**config.mk**
```make
export PLATFORM = sky130hd
export DESIGN_NAME = rational_duration_to_ticks_core
export DESIGN_NICKNAME = d
export VERILOG_FILES = /design/src/hw/rtl/rdt_pkg.sv /design/src/hw/rtl/rdt_div.sv /design/src/hw/rtl/rdt_datapath.sv /design/src/hw/rtl/rdt_ctrl.sv /design/src/hw/rtl/rational_duration_to_ticks_core.sv
export SDC_FILE = /design/constraint.sdc
export NUM_CORES = 2
export LEC_CHECK = 0
export BUFFER_PORTS_ARGS = -buffer_cell sky130_fd_sc_hd__buf_4
export CAP_MARGIN = 20
export CORE_MARGIN = 10
export CORE_UTILIZATION = 50
export DETAILED_ROUTE_END_ITERATION = 16
export PLACE_DENSITY = 0.67
export SYNTH_ARGS = -nofsm -noshare
export SYNTH_HDL_FRONTEND = slang
export SYNTH_SLANG_ARGS = --single-unit
```
**constraint.sdc**
```tcl
create_clock -name i_clk -period 11.72 [get_ports i_clk]
set_clock_uncertainty 0.05 [all_clocks]
set_input_delay 1.172 -clock i_clk [delete_from_list [all_inputs] [get_ports i_clk]]
set_output_delay 1.172 -clock i_clk [all_outputs]
set_load 0.005 [all_outputs]
```
**src/hw/rtl/rdt_pkg.sv**
```systemverilog
// ----------------------------------------------------------------------------
// rdt_pkg
// Shared widths, register map, reset values and controller/datapath
// command and status types for the rational duration to ticks core.
// ----------------------------------------------------------------------------
package rdt_pkg;

    // Field widths
    localparam int LEN_W    = 16;               // length_num / length_den
    localparam int EXTRA_W  = 16;               // extra_ticks
    localparam int TPU_W    = 15;               // ticks_per_unit
    localparam int PROD_W   = TPU_W + LEN_W;    // ticks_per_unit * length_num
    localparam int TICKS_W  = 32;               // ticks result
    localparam int SUM_W    = TICKS_W + 1;      // unsaturated ticks sum

    // Stored remainder width default
    localparam int REM_W_DEF = 32;

    // Configuration port
    localparam int PADDR_W   = 3;
    localparam int PDATA_W   = 32;
    localparam int REG_IDX_W = PADDR_W - 2;
    localparam logic [REG_IDX_W-1:0] REG_TICKS_PER_UNIT = REG_IDX_W'(0);

    localparam logic [TPU_W-1:0]   TPU_RESET = TPU_W'(480);
    localparam logic [TICKS_W-1:0] TICKS_MAX = {1'b0, {(TICKS_W-1){1'b1}}};

    // Controller to datapath
    typedef struct packed {
        logic load_in;     // capture input transfer, load quotient divider
        logic div_step;    // advance shared divider by one bit
        logic frac_load;   // capture whole/frac, clear product accumulators
        logic mul_step;    // advance bit-serial products by one bit
        logic cmp_load;    // take carry out of sum, seed gcd
        logic gcd_step;    // one binary gcd step
        logic div2_load;   // load reduction divider
        logic commit;      // write result register and remainder
    } t_cmd;

    // Datapath to controller
    typedef struct packed {
        logic den_zero;    // incoming denominator is zero
        logic gcd_done;    // gcd search finished
    } t_status;

endpackage

```
**src/hw/rtl/rdt_div.sv**
```systemverilog
// ----------------------------------------------------------------------------
// rdt_div
// Two-lane restoring divider, one quotient bit per step, shared divisor.
// The dividend register collects the quotient as it shifts out.
// ----------------------------------------------------------------------------
module rdt_div #(
    parameter int XW = 48
) (
    input  logic          i_clk,
    input  logic          i_load,
    input  logic          i_step,
    input  logic [XW-1:0] i_dvd_a,
    input  logic [XW-1:0] i_dvd_b,
    input  logic [XW-1:0] i_dvs,
    output logic [XW-1:0] o_quo_a,
    output logic [XW-1:0] o_quo_b,
    output logic [XW-1:0] o_rem_a
);
    logic [XW-1:0] r_dvd_a, r_dvd_b, r_rem_a, r_rem_b, r_dvs;
    logic [XW:0]   w_ta, w_tb, w_dif_a, w_dif_b;
    logic          w_ge_a, w_ge_b;

    assign w_ta    = {r_rem_a, r_dvd_a[XW-1]};
    assign w_tb    = {r_rem_b, r_dvd_b[XW-1]};
    assign w_ge_a  = w_ta >= {1'b0, r_dvs};
    assign w_ge_b  = w_tb >= {1'b0, r_dvs};
    assign w_dif_a = w_ta - {1'b0, r_dvs};
    assign w_dif_b = w_tb - {1'b0, r_dvs};

    always_ff @(posedge i_clk) begin
        if (i_load) begin
            r_dvd_a <= i_dvd_a;
            r_dvd_b <= i_dvd_b;
            r_dvs   <= i_dvs;
            r_rem_a <= '0;
            r_rem_b <= '0;
        end else if (i_step) begin
            r_dvd_a <= {r_dvd_a[XW-2:0], w_ge_a};
            r_dvd_b <= {r_dvd_b[XW-2:0], w_ge_b};
            r_rem_a <= w_ge_a ? w_dif_a[XW-1:0] : w_ta[XW-1:0];
            r_rem_b <= w_ge_b ? w_dif_b[XW-1:0] : w_tb[XW-1:0];
        end
    end

    assign o_quo_a = r_dvd_a;
    assign o_quo_b = r_dvd_b;
    assign o_rem_a = r_rem_a;

endmodule

```
**src/hw/rtl/rdt_datapath.sv**
```systemverilog
// ----------------------------------------------------------------------------
// rdt_datapath
// Remainder state, scaled quotient, bit-serial cross products, binary gcd,
// reduction division and saturated ticks result.
// ----------------------------------------------------------------------------
module rdt_datapath #(
    parameter int REM_W = rdt_pkg::REM_W_DEF
) (
    input  logic                         i_clk,
    input  logic                         i_rst_n,
    input  rdt_pkg::t_cmd                i_cmd,
    output rdt_pkg::t_status             o_status,
    input  logic [rdt_pkg::TPU_W-1:0]    i_tpu,
    input  logic [rdt_pkg::LEN_W-1:0]    i_length_num,
    input  logic [rdt_pkg::LEN_W-1:0]    i_length_den,
    input  logic [rdt_pkg::EXTRA_W-1:0]  i_extra_ticks,
    output logic [rdt_pkg::TICKS_W-1:0]  o_ticks,
    output logic                         o_overflow
);
    import rdt_pkg::*;

    localparam int XW = REM_W + LEN_W;   // denominator product / gcd width
    localparam int NW = XW + 1;          // numerator sum width

    // Input capture
    logic [LEN_W-1:0]   r_den;
    logic [EXTRA_W-1:0] r_extra;
    logic               r_skip;

    // Remainder state
    logic [REM_W-1:0]   r_rem_num, r_rem_den;

    // Working registers
    logic [PROD_W-1:0]  r_whole;
    logic [LEN_W-1:0]   r_mb, r_mf;
    logic [NW-1:0]      r_acc_num;
    logic [XW-1:0]      r_acc_den;
    logic               r_q;
    logic [XW-1:0]      r_gu, r_gv, r_cr, r_cd;

    // Result
    logic [TICKS_W-1:0] r_ticks;
    logic               r_ovf;

    // Divider hookup
    logic [PROD_W-1:0]  w_prod;
    logic [XW-1:0]      w_dvd_a, w_dvd_b, w_dvs;
    logic [XW-1:0]      w_quo_a, w_quo_b, w_rem_a;

    logic [NW-1:0]      n_acc_num, w_den_ext, w_rmu_full;
    logic [XW-1:0]      n_acc_den;
    logic               w_q;
    logic [SUM_W-1:0]   w_sum;
    logic               w_fits;

    assign w_prod  = PROD_W'(i_tpu * i_length_num);
    assign w_dvd_a = i_cmd.load_in ? {w_prod, {(XW-PROD_W){1'b0}}} : r_cd;
    assign w_dvd_b = i_cmd.load_in ? '0 : r_cr;
    assign w_dvs   = i_cmd.load_in ? XW'(i_length_den) : r_gv;

    rdt_div #(.XW(XW)) u_div (
        .i_clk   (i_clk),
        .i_load  (i_cmd.load_in | i_cmd.div2_load),
        .i_step  (i_cmd.div_step),
        .i_dvd_a (w_dvd_a),
        .i_dvd_b (w_dvd_b),
        .i_dvs   (w_dvs),
        .o_quo_a (w_quo_a),
        .o_quo_b (w_quo_b),
        .o_rem_a (w_rem_a)
    );

    // Cross products MSB first: num = n*b + d*frac, den = d*b
    assign n_acc_num = {r_acc_num[NW-2:0], 1'b0}
                     + (r_mb[LEN_W-1] ? NW'(r_rem_num) : '0)
                     + (r_mf[LEN_W-1] ? NW'(r_rem_den) : '0);
    assign n_acc_den = {r_acc_den[XW-2:0], 1'b0}
                     + (r_mb[LEN_W-1] ? XW'(r_rem_den) : '0);

    // Carry is 0 or 1 since the sum of two proper fractions stays below 2
    assign w_den_ext  = {1'b0, r_acc_den};
    assign w_q        = r_acc_num >= w_den_ext;
    assign w_rmu_full = r_acc_num - (w_q ? w_den_ext : '0);

    assign w_sum = {{(SUM_W-EXTRA_W){r_extra[EXTRA_W-1]}}, r_extra}
                 + {{(SUM_W-PROD_W){1'b0}}, r_whole}
                 + SUM_W'(r_q);
    assign w_fits = (w_quo_a[XW-1:REM_W] == '0);

    always_ff @(posedge i_clk) begin
        if (i_cmd.load_in) begin
            r_den   <= i_length_den;
            r_extra <= i_extra_ticks;
            r_skip  <= (i_length_den == '0);
        end
        if (i_cmd.frac_load) begin
            r_whole   <= w_quo_a[PROD_W-1:0];
            r_mf      <= w_rem_a[LEN_W-1:0];
            r_mb      <= r_den;
            r_acc_num <= '0;
            r_acc_den <= '0;
        end else if (i_cmd.mul_step) begin
            r_acc_num <= n_acc_num;
            r_acc_den <= n_acc_den;
            r_mb      <= {r_mb[LEN_W-2:0], 1'b0};
            r_mf      <= {r_mf[LEN_W-2:0], 1'b0};
        end
        if (i_cmd.cmp_load) begin
            r_q  <= w_q;
            r_gu <= w_rmu_full[XW-1:0];
            r_cr <= w_rmu_full[XW-1:0];
            r_gv <= r_acc_den;
            r_cd <= r_acc_den;
        end else if (i_cmd.gcd_step && (r_gu != '0)) begin
            if (!r_gu[0] && !r_gv[0]) begin
                // common factor of two: strip it from the fraction too
                r_gu <= r_gu >> 1;
                r_gv <= r_gv >> 1;
                r_cr <= r_cr >> 1;
                r_cd <= r_cd >> 1;
            end else if (!r_gu[0]) begin
                r_gu <= r_gu >> 1;
            end else if (!r_gv[0]) begin
                r_gv <= r_gv >> 1;
            end else if (r_gu >= r_gv) begin
                r_gu <= (r_gu - r_gv) >> 1;
            end else begin
                r_gv <= (r_gv - r_gu) >> 1;
            end
        end
        if (i_cmd.commit) begin
            if (r_skip) begin
                r_ticks <= {{(TICKS_W-EXTRA_W){r_extra[EXTRA_W-1]}}, r_extra};
                r_ovf   <= 1'b0;
            end else begin
                if (!w_sum[SUM_W-1] && w_sum[SUM_W-2]) begin
                    r_ticks <= TICKS_MAX;
                end else begin
                    r_ticks <= w_sum[TICKS_W-1:0];
                end
                r_ovf <= !w_fits;
            end
        end
    end

    always_ff @(posedge i_clk) begin
        if (!i_rst_n) begin
            r_rem_num <= '0;
            r_rem_den <= REM_W'(1);
        end else if (i_cmd.commit && !r_skip) begin
            if (w_fits) begin
                r_rem_num <= w_quo_b[REM_W-1:0];
                r_rem_den <= w_quo_a[REM_W-1:0];
            end else begin
                r_rem_num <= '0;
                r_rem_den <= REM_W'(1);
            end
        end
    end

    assign o_status.den_zero = (i_length_den == '0);
    assign o_status.gcd_done = (r_gu == '0);
    assign o_ticks           = r_ticks;
    assign o_overflow        = r_ovf;

endmodule

```
**src/hw/rtl/rdt_ctrl.sv**
```systemverilog
// ----------------------------------------------------------------------------
// rdt_ctrl
// Sequencer for one item at a time plus the result register handshake.
// ----------------------------------------------------------------------------
module rdt_ctrl #(
    parameter int REM_W = rdt_pkg::REM_W_DEF
) (
    input  logic             i_clk,
    input  logic             i_rst_n,
    input  logic             i_in_valid,
    output logic             o_in_stall,
    output logic             o_out_valid,
    input  logic             i_out_stall,
    output rdt_pkg::t_cmd    o_cmd,
    input  rdt_pkg::t_status i_status
);
    import rdt_pkg::*;

    localparam int XW = REM_W + LEN_W;
    localparam int CW = $clog2(XW + 1);

    typedef enum logic [7:0] {
        S_IDLE = 8'b0000_0001,
        S_DIV1 = 8'b0000_0010,
        S_FRAC = 8'b0000_0100,
        S_MUL  = 8'b0000_1000,
        S_CMP  = 8'b0001_0000,
        S_GCD  = 8'b0010_0000,
        S_DIV2 = 8'b0100_0000,
        S_DONE = 8'b1000_0000
    } t_state;

    t_state        r_state, n_state;
    logic [CW-1:0] r_cnt, n_cnt;
    logic          r_out_valid, n_out_valid;
    logic          w_out_free;

    assign w_out_free = !r_out_valid || !i_out_stall;

    always_comb begin
        n_state = r_state;
        n_cnt   = r_cnt;
        o_cmd   = '0;
        unique case (r_state)
            S_IDLE: begin
                if (i_in_valid) begin
                    o_cmd.load_in = 1'b1;
                    n_cnt         = '0;
                    n_state       = i_status.den_zero ? S_DONE : S_DIV1;
                end
            end
            S_DIV1: begin
                o_cmd.div_step = 1'b1;
                if (r_cnt == CW'(PROD_W - 1)) begin
                    n_cnt   = '0;
                    n_state = S_FRAC;
                end else begin
                    n_cnt = r_cnt + CW'(1);
                end
            end
            S_FRAC: begin
                o_cmd.frac_load = 1'b1;
                n_state         = S_MUL;
            end
            S_MUL: begin
                o_cmd.mul_step = 1'b1;
                if (r_cnt == CW'(LEN_W - 1)) begin
                    n_cnt   = '0;
                    n_state = S_CMP;
                end else begin
                    n_cnt = r_cnt + CW'(1);
                end
            end
            S_CMP: begin
                o_cmd.cmp_load = 1'b1;
                n_state        = S_GCD;
            end
            S_GCD: begin
                if (i_status.gcd_done) begin
                    o_cmd.div2_load = 1'b1;
                    n_cnt           = '0;
                    n_state         = S_DIV2;
                end else begin
                    o_cmd.gcd_step = 1'b1;
                end
            end
            S_DIV2: begin
                o_cmd.div_step = 1'b1;
                if (r_cnt == CW'(XW - 1)) begin
                    n_cnt   = '0;
                    n_state = S_DONE;
                end else begin
                    n_cnt = r_cnt + CW'(1);
                end
            end
            S_DONE: begin
                if (w_out_free) begin
                    o_cmd.commit = 1'b1;
                    n_state      = S_IDLE;
                end
            end
            default: begin
                n_state = S_IDLE;
            end
        endcase
    end

    always_comb begin
        if (o_cmd.commit) begin
            n_out_valid = 1'b1;
        end else if (!i_out_stall) begin
            n_out_valid = 1'b0;
        end else begin
            n_out_valid = r_out_valid;
        end
    end

    always_ff @(posedge i_clk) begin
        if (!i_rst_n) begin
            r_state     <= S_IDLE;
            r_cnt       <= '0;
            r_out_valid <= 1'b0;
        end else begin
            r_state     <= n_state;
            r_cnt       <= n_cnt;
            r_out_valid <= n_out_valid;
        end
    end

    assign o_in_stall  = (r_state != S_IDLE);
    assign o_out_valid = r_out_valid;

endmodule

```
**src/hw/rtl/rational_duration_to_ticks_core.sv**
```systemverilog
// ----------------------------------------------------------------------------
// rational_duration_to_ticks_core
// Converts a fractional duration plus signed extra ticks into whole ticks,
// carrying the exact fractional rest from item to item.
// ----------------------------------------------------------------------------
// Usage:
//   Input channel (i_in_valid / o_in_stall) carries length_num, length_den
//   and extra_ticks; a transfer happens when valid is high and stall is low.
//   Output channel (o_out_valid / i_out_stall) carries ticks and overflow,
//   one result per input transfer, from a result register.
//   The APB port holds ticks_per_unit at byte address 0; write it only while
//   the core is idle. pready is always high.
// Sequence:
//   One item at a time. From its transfer to its result an item passes
//   through a 31-step quotient, a 16-step bit-serial product, a binary gcd
//   of G steps (G at most 2*(REMAINDER_WIDTH+16)), and a
//   (REMAINDER_WIDTH+16)-step reduction division in the shared divider.
//   A zero denominator goes straight from the transfer to the result.
//   The next item may be taken while a result still waits in the register.
// Reset: synchronous, active low; clears the remainder to 0/1, sets
//   ticks_per_unit to 480 and empties the result register.
// Stall: a stalled result holds; a finished item waits for the register.
// ----------------------------------------------------------------------------
module rational_duration_to_ticks_core #(
    parameter int REMAINDER_WIDTH = rdt_pkg::REM_W_DEF
) (
    input  logic                         i_clk,
    input  logic                         i_rst_n,
    // input channel
    input  logic                         i_in_valid,
    output logic                         o_in_stall,
    input  logic [rdt_pkg::LEN_W-1:0]    i_length_num,
    input  logic [rdt_pkg::LEN_W-1:0]    i_length_den,
    input  logic [rdt_pkg::EXTRA_W-1:0]  i_extra_ticks,
    // output channel
    output logic                         o_out_valid,
    input  logic                         i_out_stall,
    output logic [rdt_pkg::TICKS_W-1:0]  o_ticks,
    output logic                         o_overflow,
    // configuration port
    input  logic                         psel,
    input  logic                         penable,
    input  logic                         pwrite,
    input  logic [rdt_pkg::PADDR_W-1:0]  paddr,
    input  logic [rdt_pkg::PDATA_W-1:0]  pwdata,
    output logic [rdt_pkg::PDATA_W-1:0]  prdata,
    output logic                         pready
);
    import rdt_pkg::*;

    logic [TPU_W-1:0]     r_tpu;
    logic [REG_IDX_W-1:0] w_reg_idx;
    logic                 w_wr;
    t_cmd                 w_cmd;
    t_status              w_status;

    // Register file: a single word, everything else reads zero and drops writes
    assign pready    = 1'b1;
    assign w_reg_idx = paddr[PADDR_W-1:2];
    assign w_wr      = psel && penable && pwrite && pready;

    always_ff @(posedge i_clk) begin
        if (!i_rst_n) begin
            r_tpu <= TPU_RESET;
        end else if (w_wr && (w_reg_idx == REG_TICKS_PER_UNIT)) begin
            r_tpu <= pwdata[TPU_W-1:0];
        end
    end

    always_comb begin
        unique case (w_reg_idx)
            REG_TICKS_PER_UNIT: prdata = {{(PDATA_W-TPU_W){1'b0}}, r_tpu};
            default:            prdata = '0;
        endcase
    end

    // Sequencer: owns both handshakes and steps the datapath
    rdt_ctrl #(.REM_W(REMAINDER_WIDTH)) u_ctrl (
        .i_clk       (i_clk),
        .i_rst_n     (i_rst_n),
        .i_in_valid  (i_in_valid),
        .o_in_stall  (o_in_stall),
        .o_out_valid (o_out_valid),
        .i_out_stall (i_out_stall),
        .o_cmd       (w_cmd),
        .i_status    (w_status)
    );

    // Arithmetic, remainder state and result payload
    rdt_datapath #(.REM_W(REMAINDER_WIDTH)) u_dp (
        .i_clk         (i_clk),
        .i_rst_n       (i_rst_n),
        .i_cmd         (w_cmd),
        .o_status      (w_status),
        .i_tpu         (r_tpu),
        .i_length_num  (i_length_num),
        .i_length_den  (i_length_den),
        .i_extra_ticks (i_extra_ticks),
        .o_ticks       (o_ticks),
        .o_overflow    (o_overflow)
    );

endmodule

```
==> flow_metrics.py <==
metrics = {
    "cells_and_area": {
        "area_growth_pct": 8.171,
        "drive_gt1_frac": 0.05835,
        "num_antenna_cells": 0,
        "fin_nets": 7688,
        "final_area_mm2": 0.06521,
        "fill_cells": 11050,
        "final_common_cell": "nand2_1",
        "stdcell_count": 8587,
        "layout_common_cells": "nand2_1 (1,083), inv_1 (611), a21oi_1 (546)",
    },
    "detailed_routing": {
        "vias": 50730,
        "drt_iter0_markers": 4748,
        "vias_per_cell": 5.908,
        "drtPass1Iterations": 6,
        "avgRoutedWirePerCell_um": 20.74,
        "antenna_left": 0,
        "drc": 0,
        "drt_wl_total_um": 178100,
    },
    "power_and_ir_drop": {
        "cellLeakagePower_nw": 27.93,
        "cellPowerDensity_mw_per_mm2": 167.8,
        "total_power_w": 0.01094,
        "ir_drop_mv": 0.1441,
    },
    "critical_path": {
        "crit_path_max_incr_delay_ns": 0.75,
        "critPathLaunch": "u_dp.r_acc_den[2]$_SDFFE_PP0P_",
        "endpoint_kind": "register",
        "arrival_ns": 7.39,
        "r2r_setup_slack_ns": 4.73,
        "cpMostUsedCell": "a21oi_1",
        "reg2regPathDepth": 23,
        "critPathRequiredTime_ns": 12.12,
        "critPathSlowestCell": "o41ai_1",
        "cp_cell_sequence": "inv_1 > ha_1 > a21oi_1 > o21ai_0 > a41oi_1 > a21oi_1 > o41ai_1 > nand2_1 > a21o_1 > buf_4 > and2_1 > ha_1 > fa_1 > nand2b_1 > a21oi_1 > o21ai_1 > o2111a_1 > o21ai_0 > o21ai_1 > o32ai_1 > a31oi_1 > xnor2_1 > mux2_2",
        "worstReg2RegStart": "u_dp.r_acc_den[2]$_SDFFE_PP0P_",
        "cp-endpoint": "u_dp.r_cr[44]$_DFFE_PP_",
        "reg2reg_to": "u_dp.r_cr[44]$_DFFE_PP_",
        "cp_max_fo": 49,
        "path_class": "reg -> reg",
        "cp-start-kind": "register",
    },
    "timing": {
        "setup-violations-final": 0,
        "fin_crit_ns": 6.991,
        "slew_viol_final": 0,
        "max_freq_ghz": 0.1430,
        "hold_ws_ns": 0.4142,
        "setup_tns_ns": 0,
        "hold_viol": 0,
        "maxSlewHeadroom": 0.2675,
        "rsz0062_at_grt": "no",
        "fin_crit_sh": 0.5965,
        "worst_pin_slew_ns": 1.099,
    },
    "grt": {
        "grt_use_met1": 0.3590,
        "grt_busiest_layer": "met2",
        "gr-total-overflow": 0,
        "grt_max_degree": 89,
        "grt_pass1_wl_um": 277800,
        "grt_pass1_vias": 48350,
        "grt_use_total": 0.2553,
        "global_route.usage.met3": 0.04699,
        "use_met2": 0.3961,
        "antenna_found_initial": 4,
    },
    "yosys": {
        "seq_area_frac_synth": 0.3274,
        "synth_cell_types": 103,
        "async_flop_share": 0,
        "syn-instance-count": 6993,
        "syn_avg_cell_area_um2": 8.621,
        "synth_seq_cells": 753,
        "synth_ff_type": "edfxtp_1",
        "synth_edf_count": 466,
        "ys.warnings.count": 0,
        "synth_area_mm2": 0.06029,
    },
    "floorplanning": {
        "coreArea_mm2": 0.1198,
        "die_w_um": 367.2,
        "dieHeight_um": 367.2,
        "ios": 158,
        "initial_core_util": 0.5032,
        "die-area_mm2": 0.1349,
        "num_rows": 127,
    },
    "cts": {
        "cts_buffers": 91,
        "cts_tree": "done",
        "cts.htree.levels": 3,
        "ctsResizeCount": 0,
        "clk_latency_ns": 0.73,
        "cts_buffer_depth": 3,
        "postCtsSetupBuffers": 0,
        "cts-root-buf": "clkbuf_16",
        "clock-sinks": 753,
        "clk_pin_slew_ns": 0.06,
        "holdBufCountCts": 0,
    },
    "placement": {
        "dp_hpwl_um": 134400,
        "dp.cells": 8418,
        "place_area_mm2": 0.06219,
        "io_buffers": 120,
        "place_congestion": 0.9931,
    },
    "run": {
        "cap_violations": 0,
    },
    "run_status": {
        "outcome": "finished, final reports clean",
    },
    "min_path": {
        "holdCritPathClass": "reg -> reg",
    },
}
-- through the flow --
step | utilization | setup WS, ns
CTS | 0.5443 | 4.796
floorplan | - | 3.078
finish | 0.5443 | 4.729
detailed placement | 0.5191 | 4.141
global placement | 0.5188 | 4.070
global route | 0.5443 | 4.252
-- sequential cells by signal, summed over array words and instances, names as in the netlist, 48 cells and up --
register and count:
u_dp.r_gv 48, u_dp.u_div.o_quo_b 48, u_dp.r_acc_den 48, u_dp.u_div.r_dvs 48, u_dp.r_cr 48, u_dp.r_acc_num 49
u_dp.u_div.o_quo_a 48, u_dp.r_gu 48, u_dp.r_cd 48, u_dp.u_div.o_rem_a 48, u_dp.u_div.r_rem_b 48
-- cell type report --
cell class | instances | area (um2) | area share
repair buffers | 169 | 1289 | 0.01976
flip-flops and latches | 753 | 19740 | 0.3027
well taps | 1612 | 2017 | 0.03093
inverters | 618 | 2332 | 0.03576
multi-input cells | 5266 | 36810 | 0.5645
clock inverters | 44 | 504.2 | 0.007732
clock buffers | 125 | 2519 | 0.03862
-- cell usage after synthesis, drive strengths merged, types with 76 or more instances --
library cell,count,share of area
xnor2,212,0.031
mux2i,93,0.015
a21oi,551,0.046
nor2b,78,0.0082
nand3,151,0.013
ha,479,0.099
and2,194,0.020
xor2,121,0.018
fa,220,0.073
dfxtp,287,0.095
a21o,217,0.027
a221oi,76,0.011
nand2,1086,0.068
edfxtp,466,0.23
o21ai,477,0.040
inv,617,0.038
a21boi,88,0.011
clkbuf,274,0.017
nor2,330,0.021
buf,98,0.0090
nand4,83,0.0087
-- worst max-delay path, delay by kind of cell (launching register included) --
kind                       cells  cell delay, ns
AOI/OAI and AO/OA             13            3.62
xor gates and xnor gates       1            0.19
adders and majority gates      3            0.97
buffers and inverters          2            0.38
DFF                            1            0.47
muxes                          1            0.28
and+or+nand+nor                3            0.69
-- metal layers --
layer  vias up  wire length [um]
li1      24260                 -
met1     24590             81400
met5         -                 0
met4         0              5276
met2      1626             78490
met3       260             12930
-- cell families (layout without fill, tap and decap cells) --
group                    after synthesis  in the layout  synth area share
AND/OR/NAND/NOR                     2217           2217            0.1690
adder cells (fa/ha/maj)              699            699            0.1725
buffers and inverters                990            956           0.06459
flip-flops                           753            753            0.3274
multiplexers                         108            108           0.01824
other                                  2             18         0.0001246
AO/OA/AOI/OAI                       1890           1890            0.1994
XOR/XNOR                             334            334           0.04875
-- worst min path at each step --
stage,start,to,slack (ns),cells past startpoint
floorplan,u_dp.r_acc_num[0]$_SDFFE_PP0P_,u_dp.r_acc_num[0]$_SDFFE_PP0P_,0.39,2
global placement,u_dp.r_acc_num[0]$_SDFFE_PP0P_,u_dp.r_acc_num[0]$_SDFFE_PP0P_,0.39,2
detailed placement,u_dp.r_rem_num[7]$_SDFFE_PN0P_,u_dp.r_rem_num[7]$_SDFFE_PN0P_,0.41,2
CTS,u_dp.r_rem_num[7]$_SDFFE_PN0P_,u_dp.r_rem_num[7]$_SDFFE_PN0P_,0.41,2
global route,u_dp.r_rem_num[6]$_SDFFE_PN0P_,u_dp.r_rem_num[6]$_SDFFE_PN0P_,0.43,2
finish,u_dp.r_rem_num[16]$_SDFFE_PN0P_,u_dp.r_rem_num[16]$_SDFFE_PN0P_,0.41,2
-- where the power goes --
group          switching (W)  leakage [nW]  total [W]  internal, W
combinational        0.00279          19.8    0.00445      0.00166
sequential          0.000279          6.63    0.00359      0.00331
clock                0.00123          1.46    0.00290      0.00167
total                0.00430          27.9     0.0109      0.00664
Power figures use the tool's default switching activity.
